--- src/hw/rtl/rhid_pkg.sv ---
// Shared types, constants and helpers for the Rossler Heun integrator.
// Fixed-point format, register and selector codes, saturation functions.
// No dependencies.
package rhid_pkg;

    localparam int FRAC_BITS = 24;
    localparam int DATA_W    = 32;
    localparam int DT_W      = 25;
    localparam int CFG_W     = 32;
    localparam int CFG_IDX_W = 3;
    localparam int SEL_W     = 3;
    localparam int DLY_W     = 8;

    // shared multiplier: 33 bits holds a sum of two values and a zero-extended dt
    localparam int MUL_W  = DATA_W + 1;
    localparam int PROD_W = 2 * MUL_W;
    localparam int SUM_W  = PROD_W + 2;
    localparam int ACC_W  = 2 * DATA_W - FRAC_BITS + 2;

    typedef logic signed [DATA_W-1:0] t_val;

    localparam t_val VAL_MAX = 32'sh7fff_ffff;
    localparam t_val VAL_MIN = 32'sh8000_0000;
    localparam t_val ONE     = (FRAC_BITS >= DATA_W - 1) ? VAL_MAX
                                                         : t_val'(64'd1 << FRAC_BITS);

    localparam t_val             COEF_A_RST    = 32'sd3355443;
    localparam t_val             COEF_B_RST    = 32'sd3355443;
    localparam t_val             COEF_C_RST    = 32'sd95630131;
    localparam logic [DT_W-1:0]  TIME_STEP_RST = 25'd335544;
    localparam logic [DLY_W-1:0] DELAY_RST     = 8'd20;

    localparam logic REQ_LOAD = 1'b0;
    localparam logic REQ_STEP = 1'b1;

    typedef enum logic [CFG_IDX_W-1:0] {
        REG_COEF_A,
        REG_COEF_B,
        REG_COEF_C,
        REG_TIME_STEP,
        REG_DELAY,
        REG_X_SEL,
        REG_Y_SEL
    } t_reg_idx;

    typedef enum logic [SEL_W-1:0] {
        SEL_X_NOW,
        SEL_Y_NOW,
        SEL_Z_NOW,
        SEL_X_DLY,
        SEL_Y_DLY,
        SEL_Z_DLY
    } t_plot_sel;

    typedef struct packed {
        t_val x;
        t_val y;
        t_val z;
    } t_vec3;

    typedef struct packed {
        t_val            a;
        t_val            b;
        t_val            c;
        logic [DT_W-1:0] dt;
    } t_coefs;

    typedef struct packed {
        logic done;
        logic sat;
    } t_heun_stat;

    typedef enum logic [1:0] {
        ST_IDLE,
        ST_CALC,
        ST_FIN
    } t_ctl_state;

    // one phase per multiply issued to the shared multiplier, then a drain phase
    typedef enum logic [3:0] {
        PH_MUL_AY,
        PH_MUL_XZ,
        PH_MUL_CZ,
        PH_MUL_DTKX,
        PH_MUL_DTKY,
        PH_MUL_DTKZ,
        PH_MUL_APY,
        PH_MUL_PXPZ,
        PH_MUL_CPZ,
        PH_MUL_DTSX,
        PH_MUL_DTSY,
        PH_MUL_DTSZ,
        PH_DRAIN
    } t_heun_phase;

    function automatic t_val sat_val(input logic signed [SUM_W-1:0] v);
        if (v > SUM_W'(VAL_MAX)) begin
            return VAL_MAX;
        end else if (v < SUM_W'(VAL_MIN)) begin
            return VAL_MIN;
        end
        return t_val'(v);
    endfunction

    function automatic logic is_clamped(input logic signed [SUM_W-1:0] v);
        return (v > SUM_W'(VAL_MAX)) || (v < SUM_W'(VAL_MIN));
    endfunction

endpackage

--- src/hw/rtl/rhid_heun.sv ---
// Heun step engine: twelve multiplies through one shared registered multiplier,
// with a rounding, accumulate and saturate stage behind it. Uses rhid_pkg.
module rhid_heun import rhid_pkg::*; (
    input  logic       i_clk,
    input  logic       i_rst_n,
    input  logic       i_start,
    input  t_vec3      i_state,
    input  t_coefs     i_coef,
    output t_vec3      o_next,
    output t_heun_stat o_stat
);

    localparam logic signed [PROD_W-1:0] HALF_A = PROD_W'(1) << (FRAC_BITS - 1);
    localparam logic signed [PROD_W-1:0] HALF_B = PROD_W'(1) << FRAC_BITS;

    logic        r_busy;
    logic        r_done;
    t_heun_phase r_ph;

    logic signed [PROD_W-1:0] r_prod;
    logic signed [ACC_W-1:0]  r_acc;
    logic                     r_sat;
    t_vec3                    r_k1;
    t_vec3                    r_p;
    t_vec3                    r_k2;
    t_vec3                    r_n;

    logic signed [MUL_W-1:0]  w_opa;
    logic signed [MUL_W-1:0]  w_opb;
    logic signed [MUL_W-1:0]  w_dt;
    logic signed [PROD_W-1:0] w_rnd_a;
    logic signed [PROD_W-1:0] w_rnd_b;
    logic signed [PROD_W-1:0] w_rnd;
    logic signed [ACC_W-1:0]  w_addend;
    logic                     w_sub;
    logic                     w_half;
    logic signed [SUM_W-1:0]  w_rnd_ext;
    logic signed [SUM_W-1:0]  w_sum;
    t_val                     w_sum_sat;
    t_val                     w_neg_a;
    t_val                     w_neg_b;
    logic signed [SUM_W-1:0]  w_neg;
    t_val                     w_neg_sat;
    logic                     w_chk_sum;
    logic                     w_chk_neg;
    logic                     w_sat_now;

    assign w_dt = MUL_W'($signed({1'b0, i_coef.dt}));

    // operand select for the multiply issued in this phase
    always_comb begin
        w_opa = '0;
        w_opb = '0;
        case (r_ph)
            PH_MUL_AY:   begin w_opa = MUL_W'(i_coef.a);  w_opb = MUL_W'(i_state.y); end
            PH_MUL_XZ:   begin w_opa = MUL_W'(i_state.x); w_opb = MUL_W'(i_state.z); end
            PH_MUL_CZ:   begin w_opa = MUL_W'(i_coef.c);  w_opb = MUL_W'(i_state.z); end
            PH_MUL_DTKX: begin w_opa = w_dt;              w_opb = MUL_W'(r_k1.x);    end
            PH_MUL_DTKY: begin w_opa = w_dt;              w_opb = MUL_W'(r_k1.y);    end
            PH_MUL_DTKZ: begin w_opa = w_dt;              w_opb = MUL_W'(r_k1.z);    end
            PH_MUL_APY:  begin w_opa = MUL_W'(i_coef.a);  w_opb = MUL_W'(r_p.y);     end
            PH_MUL_PXPZ: begin w_opa = MUL_W'(r_p.x);     w_opb = MUL_W'(r_p.z);     end
            PH_MUL_CPZ:  begin w_opa = MUL_W'(i_coef.c);  w_opb = MUL_W'(r_p.z);     end
            PH_MUL_DTSX: begin
                w_opa = w_dt;
                w_opb = MUL_W'(r_k1.x) + MUL_W'(r_k2.x);
            end
            PH_MUL_DTSY: begin
                w_opa = w_dt;
                w_opb = MUL_W'(r_k1.y) + MUL_W'(r_k2.y);
            end
            PH_MUL_DTSZ: begin
                w_opa = w_dt;
                w_opb = MUL_W'(r_k1.z) + MUL_W'(r_k2.z);
            end
            default: begin
                w_opa = '0;
                w_opb = '0;
            end
        endcase
    end

    // round to nearest, ties up; the final update folds the half into the shift
    assign w_rnd_a = (r_prod + HALF_A) >>> FRAC_BITS;
    assign w_rnd_b = (r_prod + HALF_B) >>> (FRAC_BITS + 1);

    // post stage works on the product issued in the previous phase
    always_comb begin
        w_addend  = '0;
        w_sub     = 1'b0;
        w_half    = 1'b0;
        w_chk_sum = 1'b0;
        w_chk_neg = 1'b0;
        w_neg_a   = r_p.y;
        w_neg_b   = r_p.z;
        case (r_ph)
            PH_MUL_AY: begin
                w_neg_a   = i_state.y;
                w_neg_b   = i_state.z;
                w_chk_neg = 1'b1;
            end
            PH_MUL_XZ:   begin w_addend = ACC_W'(i_state.x); w_chk_sum = 1'b1; end
            PH_MUL_CZ:   begin w_addend = ACC_W'(i_coef.b); end
            PH_MUL_DTKX: begin w_addend = r_acc; w_sub = 1'b1; w_chk_sum = 1'b1; end
            PH_MUL_DTKY: begin w_addend = ACC_W'(i_state.x); w_chk_sum = 1'b1; end
            PH_MUL_DTKZ: begin w_addend = ACC_W'(i_state.y); w_chk_sum = 1'b1; end
            PH_MUL_APY:  begin w_addend = ACC_W'(i_state.z); w_chk_sum = 1'b1; end
            PH_MUL_PXPZ: begin
                w_addend  = ACC_W'(r_p.x);
                w_chk_sum = 1'b1;
                w_chk_neg = 1'b1;
            end
            PH_MUL_CPZ:  begin w_addend = ACC_W'(i_coef.b); end
            PH_MUL_DTSX: begin w_addend = r_acc; w_sub = 1'b1; w_chk_sum = 1'b1; end
            PH_MUL_DTSY: begin
                w_addend  = ACC_W'(i_state.x);
                w_half    = 1'b1;
                w_chk_sum = 1'b1;
            end
            PH_MUL_DTSZ: begin
                w_addend  = ACC_W'(i_state.y);
                w_half    = 1'b1;
                w_chk_sum = 1'b1;
            end
            PH_DRAIN: begin
                w_addend  = ACC_W'(i_state.z);
                w_half    = 1'b1;
                w_chk_sum = 1'b1;
            end
            default: begin
                w_addend = '0;
            end
        endcase
    end

    assign w_rnd     = w_half ? w_rnd_b : w_rnd_a;
    assign w_rnd_ext = SUM_W'(w_rnd);
    assign w_sum     = SUM_W'(w_addend) + (w_sub ? -w_rnd_ext : w_rnd_ext);
    assign w_sum_sat = sat_val(w_sum);
    assign w_neg     = -SUM_W'(w_neg_a) - SUM_W'(w_neg_b);
    assign w_neg_sat = sat_val(w_neg);
    assign w_sat_now = (w_chk_sum && is_clamped(w_sum)) || (w_chk_neg && is_clamped(w_neg));

    always_ff @(posedge i_clk) begin
        if (!i_rst_n) begin
            r_busy <= 1'b0;
            r_done <= 1'b0;
            r_ph   <= PH_MUL_AY;
        end else begin
            r_done <= 1'b0;
            if (r_busy) begin
                if (r_ph == PH_DRAIN) begin
                    r_busy <= 1'b0;
                    r_done <= 1'b1;
                    r_ph   <= PH_MUL_AY;
                end else begin
                    r_ph <= t_heun_phase'(r_ph + 4'd1);
                end
            end else if (i_start) begin
                r_busy <= 1'b1;
                r_ph   <= PH_MUL_AY;
            end
        end
    end

    always_ff @(posedge i_clk) begin
        if (!r_busy && i_start) begin
            r_sat <= 1'b0;
        end else if (r_busy) begin
            r_prod <= w_opa * w_opb;
            r_sat  <= r_sat | w_sat_now;
            case (r_ph)
                PH_MUL_AY:   r_k1.x <= w_neg_sat;
                PH_MUL_XZ:   r_k1.y <= w_sum_sat;
                PH_MUL_CZ:   r_acc  <= ACC_W'(w_sum);
                PH_MUL_DTKX: r_k1.z <= w_sum_sat;
                PH_MUL_DTKY: r_p.x  <= w_sum_sat;
                PH_MUL_DTKZ: r_p.y  <= w_sum_sat;
                PH_MUL_APY:  r_p.z  <= w_sum_sat;
                PH_MUL_PXPZ: begin
                    r_k2.y <= w_sum_sat;
                    r_k2.x <= w_neg_sat;
                end
                PH_MUL_CPZ:  r_acc  <= ACC_W'(w_sum);
                PH_MUL_DTSX: r_k2.z <= w_sum_sat;
                PH_MUL_DTSY: r_n.x  <= w_sum_sat;
                PH_MUL_DTSZ: r_n.y  <= w_sum_sat;
                PH_DRAIN:    r_n.z  <= w_sum_sat;
                default:     r_acc  <= r_acc;
            endcase
        end
    end

    assign o_next = r_n;
    assign o_stat = '{done: r_done, sat: r_sat};

endmodule

--- config.mk ---
export PLATFORM = sky130hd
export DESIGN_NAME = rhid_heun
export DESIGN_NICKNAME = d
export VERILOG_FILES = /design/src/hw/rtl/rhid_pkg.sv /design/src/hw/rtl/rhid_heun.sv
export SDC_FILE = /design/constraint.sdc
export NUM_CORES = 2
export LEC_CHECK = 0
export BUFFER_PORTS_ARGS = -buffer_cell sky130_fd_sc_hd__buf_2
export CELL_PAD_IN_SITES_DETAIL_PLACEMENT = 1
export CELL_PAD_IN_SITES_GLOBAL_PLACEMENT = 2
export CORE_ASPECT_RATIO = 1.75
export CORE_UTILIZATION = 45
export DETAILED_ROUTE_END_ITERATION = 16
export HOLD_SLACK_MARGIN = 0.1
export PLACE_DENSITY_LB_ADDON = 0.1
export REMOVE_ABC_BUFFERS = 1
export SLEW_MARGIN = 10
export SYNTH_ARGS = -nofsm -noshare
export SYNTH_HDL_FRONTEND = slang
export SYNTH_SLANG_ARGS = --single-unit
--- constraint.sdc ---
create_clock -name i_clk -period 23.5 [get_ports i_clk]
set_input_delay 2.35 -clock i_clk [delete_from_list [all_inputs] [get_ports i_clk]]
set_output_delay 2.35 -clock i_clk [all_outputs]
set_load 0.02 [all_outputs]
# == Yosys cells after proc, flatten, opt, wreduce, memory -nomap -nowiden ==
# Index checks and enable logic that the tools add are counted.
# totals
elab_cells,110
register_bits,499
# classes
order_cmp,4
mux,28
bitwise,2
n_addsub,10
n_mul,1
eq_ne,12
n_reduce_logical,35
# op_table
cell,n
one-hot mux 33 bit (10 select lines),1
two-way mux 32 bit,8
one-hot mux 42 bit (6 select lines),1
one-hot mux 33 bit (5 select lines),1
"greater-than comparator 68 x 32 -> 1 bit, second input constant",2
"< comparator 68 x 32 -> 1 bit, second input constant",2
adder 32 x 32 -> 33 bit,3
adder 42 x 68 -> 68 bit,1
two-way mux 68 bit,1
negation 32 -> 68 bit,1
negation 66 -> 68 bit,1
subtractor 68 x 32 -> 68 bit,1
"adder 66 x 25 -> 66 bit, second input constant",1
"adder 66 x 26 -> 66 bit, second input constant",1
multiplier 33 x 33 -> 66 bit,1
two-way mux 66 bit,1
AND reduction 3 bit,12
"== test 4 bit, second input constant",5
"== test 4 x 3 -> 1 bit, second input constant",4
OR reduction 2 bit,8
two-way mux 1 bit,12
two-way mux 4 bit,3
OR reduction 10 bit,1
"== test 4 x 2 -> 1 bit, second input constant",2
other kinds (12),18

# == Logic depth before layout (Yosys ltp) ==
# logic_depth
depth_word,12
depth_mapped,44
ltp_nobuf,42

# == Worst setup path before layout ==
# No wires, ideal clock.
# synth_path
kind,reg2reg
startpoint,register r_k1[64] in the netlist's numbering
endpoint,"register r_prod[64], data pin"
arrival_ns,10.581
path_buffers,1
required_time_ns,23.242
slack_ns,12.661
period_less_slack_ns,10.839
stages_incl_launch_ff,40
cell_sequence,edfxtp_1 > ha_1 > inv_1 > fa_1 > nor2b_1 > o21ai_0 > a21boi_0 > o21ai_0 > a21boi_0 > o21ai_1 > o31a_1 > o41ai_1 > nand2_1 > o311a_1 > a211oi_1 > clkbuf_1 > nand2b_1 > fa_1 > [4 not listed] > fa_1 > fa_1 > fa_1 > inv_1 > fa_1 > inv_1 > ha_1 > nand4_1 > a2111oi_0 > o21ai_0 > or3_1 > a211oi_1 > o211ai_1 > a2111oi_0 > nor2_1 > o21ai_1 > a21oi_1 > xnor2_1
# synth_via
elab_chain_len,3
# synth_lines
element,line,text
start: declaration,rhid_heun.sv:23,t_vec3 r_k1;
adder 32 x 32 -> 33 bit,rhid_heun.sv:66,w_opb = MUL_W'(r_k1.x) + MUL_W'(r_k2.x);
one-hot mux 33 bit (10 select lines) *,rhid_heun.sv:54,case (r_ph)
multiplier 33 x 33 -> 66 bit *,rhid_heun.sv:170,r_prod <= w_opa * w_opb;
end signal: assignment,rhid_heun.sv:170,
end: declaration,rhid_heun.sv:20,logic signed [PROD_W-1:0] r_prod;
# Every way passes the cells marked *; elsewhere a longest branch is shown, timed or not.
# A chain may end at the register's enable or synchronous reset.

# == Worst setup path in the final report ==
# layout_path
startpoint,register r_k1[70] in the netlist's numbering
endpoint,"register r_prod[64], data pin"
# Same word-level chain as after synthesis.

==> flow_summary.yaml <==
critical_path:
  data_arrival_critical_path_ns: 14.51
  timing.critical_path.mode_cell: "sky130_fd_sc_hd__fa_1"
  critPathMaxStageDelay_ns: 0.89
  critPathRequiredTime_ns: 23.92
  criticalPathCategory: "reg -> reg"
  worst-r2r-setup-slack_ns: 9.41
  critPathCaptureType: "flop"
  crit_path_top_delay_cell: "sky130_fd_sc_hd__o31ai_1"
  worstSetupStartpointType: "flop"
  critPathMaxFanout: 18
clock_tree:
  ctsRootBufferMaster: "sky130_fd_sc_hd__clkbuf_16"
  cts_hold_buffers: 0
  clk-insertion-delay-late_ns: 0.68
  postCtsSetupRepairBufs: 0
  ctsLongestPathBuffers: 3
  tritoncts_num_sinks: 476
  resized_cells_post_cts: 0
  tritoncts_clock_tree: "yes"
  clk_pin_slew_worst_paths_ns: 0.08
  htreeDepth: 2
  cts_inserted_buffers: 43
job:
  max-cap-violations: 0
floorplan:
  row_count: 193
  floorplan.die.height_um: 530
  initial_core_util_pct: 45.4
  die_area_um2: 161000
  number_of_i_o_pins: 318
  fp.dieW_um: 304
  core_area_um2: 158000
route:
  drt_first_pass_iters: 7
  drt_wl_total_um: 317000
  num_vias: 60984
  drc_errors: 0
  routed_wire_length_per_instance_um: 32.3
  drt-vias-per-instance: 6.22
  postRouteAntennaNets: 0
  detailedRoute.firstIterationViolations: 4408
synthesis:
  post_synth_xor_area_fraction_pct: 3.75
  synth_top_family_by_area: "adder cells"
  count_of_unique_library_cells_instantiated_by_yosys: 108
  yosysSeqAreaShare_pct: 19.8
  portion_of_netlist_area_occupied_by_mux_cells_pct: 1.50
  synthesis.instances: 7604
  synth_compound_gate_area_share_pct: 12.6
  ys_warn_count: 0
  postSynthRegisterBits: 476
  syn_area_um2: 71700
  synth_ff_type: "sky130_fd_sc_hd__edfxtp_1"
  synth_fa_ha_area_share_pct: 39.3
  synth_enable_flop_cells: 469
  post_synth_and_or_nand_nor_area_fraction_pct: 14.2
  syn-mean-instance-area_um2: 9.43
  synth_async_sr_flop_share_pct: 0
timing:
  finalSetupTns_ns: 0
  tightestPinTransition_ns: 1.41
  max_freq_mhz: 71.0
  timing.final.hold_violations: 0
  timing.final.max_slew_violations: 0
  final.min_clock_period_ns: 14.09
  setup_viol: 0
  final_min_period_over_clock_period_pct: 60.0
  fin_skew_ns: 0.0538
  grt_setup_unrepaired: "no"
  worst_slew_margin_rel_pct: 5.67
place:
  place_inst: 9720
  dpl-instance-area_um2: 75900
  place_hpwl_um: 253000
  gp_congestion: 1.01
  io_buffer_count: 317
final_layout:
  final_cell_count_no_fill: 9812
  final_common_cell: "sky130_fd_sc_hd__inv_1"
  final_design_area_no_fill_um2: 77400
  commonest_cells_after_routing_fill_and_taps_aside: "sky130_fd_sc_hd__inv_1 (1,244), sky130_fd_sc_hd__fa_1 (1,126), sky130_fd_sc_hd__nand2_1 (1,097)"
  area_growth_pct: 8.00
  fillCellCount: 18168
  finalNetCount: 9512
  final_layout_size_suffix_gt1_share_pct: 9.29
grt:
  grt_max_degree: 53
  grt_usage_pct: 39.6
  first_global_vias: 68242
  grt_antenna_before_repair: 21
  globalRoute.totalOverflow: 0
  grt_pass1_wl_um: 459000
hold_path:
  timing.hold.worst.class: "reg -> reg"
run_status:
  result_of_the_run: "finished, final reports clean"
## cell families (layout without fill, tap and decap cells)
family                     count (synthesis)  count (layout)
other                                      0              12
muxes                                    105             105
AOI/OAI and AO/OA                       1314            1314
xor gates and xnor gates                 305             305
buffers and inverters                   1647            1796
and+or+nand+nor                         2183            2183
adders and majority gates               1574            1574
DFF                                      476             476
## cell type report
type / instances / area [µm²] / share of cell area (%)
multi-input cells: 5481 / 51700 / 66.7
flip-flops and latches: 476 / 14200 / 18.4
inverters: 1244 / 4670 / 6.03
repair buffers: 472 / 2750 / 3.55
well taps: 2047 / 2560 / 3.31
clock buffers: 45 / 1080 / 1.40
clock inverters: 35 / 422 / 0.545
diodes: 12 / 30.0 / 0.0388
## Yosys cell counts (33+ instances only)
cell type,count,area [µm²]
sky130_fd_sc_hd__nand2b_1,68,425
sky130_fd_sc_hd__nand2_1,1098,4120
sky130_fd_sc_hd__mux2i_1,95,951
sky130_fd_sc_hd__clkbuf_1,342,1280
sky130_fd_sc_hd__fa_1,1127,22600
sky130_fd_sc_hd__a21oi_1,308,1540
sky130_fd_sc_hd__o21ai_0,219,1100
sky130_fd_sc_hd__a21o_1,144,1080
sky130_fd_sc_hd__a222oi_1,104,1040
sky130_fd_sc_hd__nand4_1,88,551
sky130_fd_sc_hd__nor2_1,309,1160
sky130_fd_sc_hd__o21bai_1,44,330
sky130_fd_sc_hd__ha_1,447,5590
sky130_fd_sc_hd__nand3_1,135,676
sky130_fd_sc_hd__buf_2,33,165
sky130_fd_sc_hd__nor4_1,42,263
sky130_fd_sc_hd__xor2_1,130,1140
sky130_fd_sc_hd__a221oi_1,39,342
sky130_fd_sc_hd__xnor2_1,174,1520
sky130_fd_sc_hd__o21a_1,35,263
sky130_fd_sc_hd__edfxtp_1,469,14100
sky130_fd_sc_hd__nor3_1,64,320
sky130_fd_sc_hd__a31oi_1,35,219
sky130_fd_sc_hd__a22oi_1,73,548
sky130_fd_sc_hd__and2_1,90,563
sky130_fd_sc_hd__inv_1,1244,4670
sky130_fd_sc_hd__nor2b_1,88,551
sky130_fd_sc_hd__and3_1,48,300
## path summary, 6_finish.rpt
kind,depth (start not counted),end,startpoint
max,36,r_prod[64],r_k1[70]
min,1,r_done,r_busy
max reg2reg,36,r_prod[64],r_k1[70]
min reg2reg,1,r_done,r_busy
## stage by stage
| stage | setup WS, ns | utilization [%] | hold slack [ns] |
|---|---|---|---|
| final | 9.41 | 49.0 | 0.645 |
| after global placement | 9.83 | 48.0 | 0.618 |
| after CTS | 9.78 | 49.0 | 0.639 |
| after detailed placement | 9.85 | 48.0 | 0.631 |
| after global routing | 8.94 | 49.0 | 0.658 |
| after floorplan | 5.77 | - | 0.643 |
## routing by layer
metal	global-route usage, %	wire (µm)	up-vias
met3	6.60	20200	1132
met1	39.8	104000	31712
met5	0	102	-
met2	70.2	158000	2697
met4	36.3	34600	16
li1	-	-	25427
## worst max-delay path: cells and delay by family, from the launching register on
kind / cells / cell delay, ns
compound gates: 14 / 5.89
flops: 1 / 0.44
buf+inv: 5 / 0.81
xor+xnor: 2 / 0.37
fa+ha+maj: 10 / 4.93
simple gates: 5 / 1.38
## state kept, by name (all words and copies together), names as in the netlist
signal and count:
r_sat 1, r_acc 42, r_prod 43, o_next 96, r_done 1, r_busy 1, r_ph 4, r_k2 96
r_p 96, r_k1 96
Power is not shown: default switching activity piles up to over one toggle a cycle in this logic, so the estimate is an artifact.
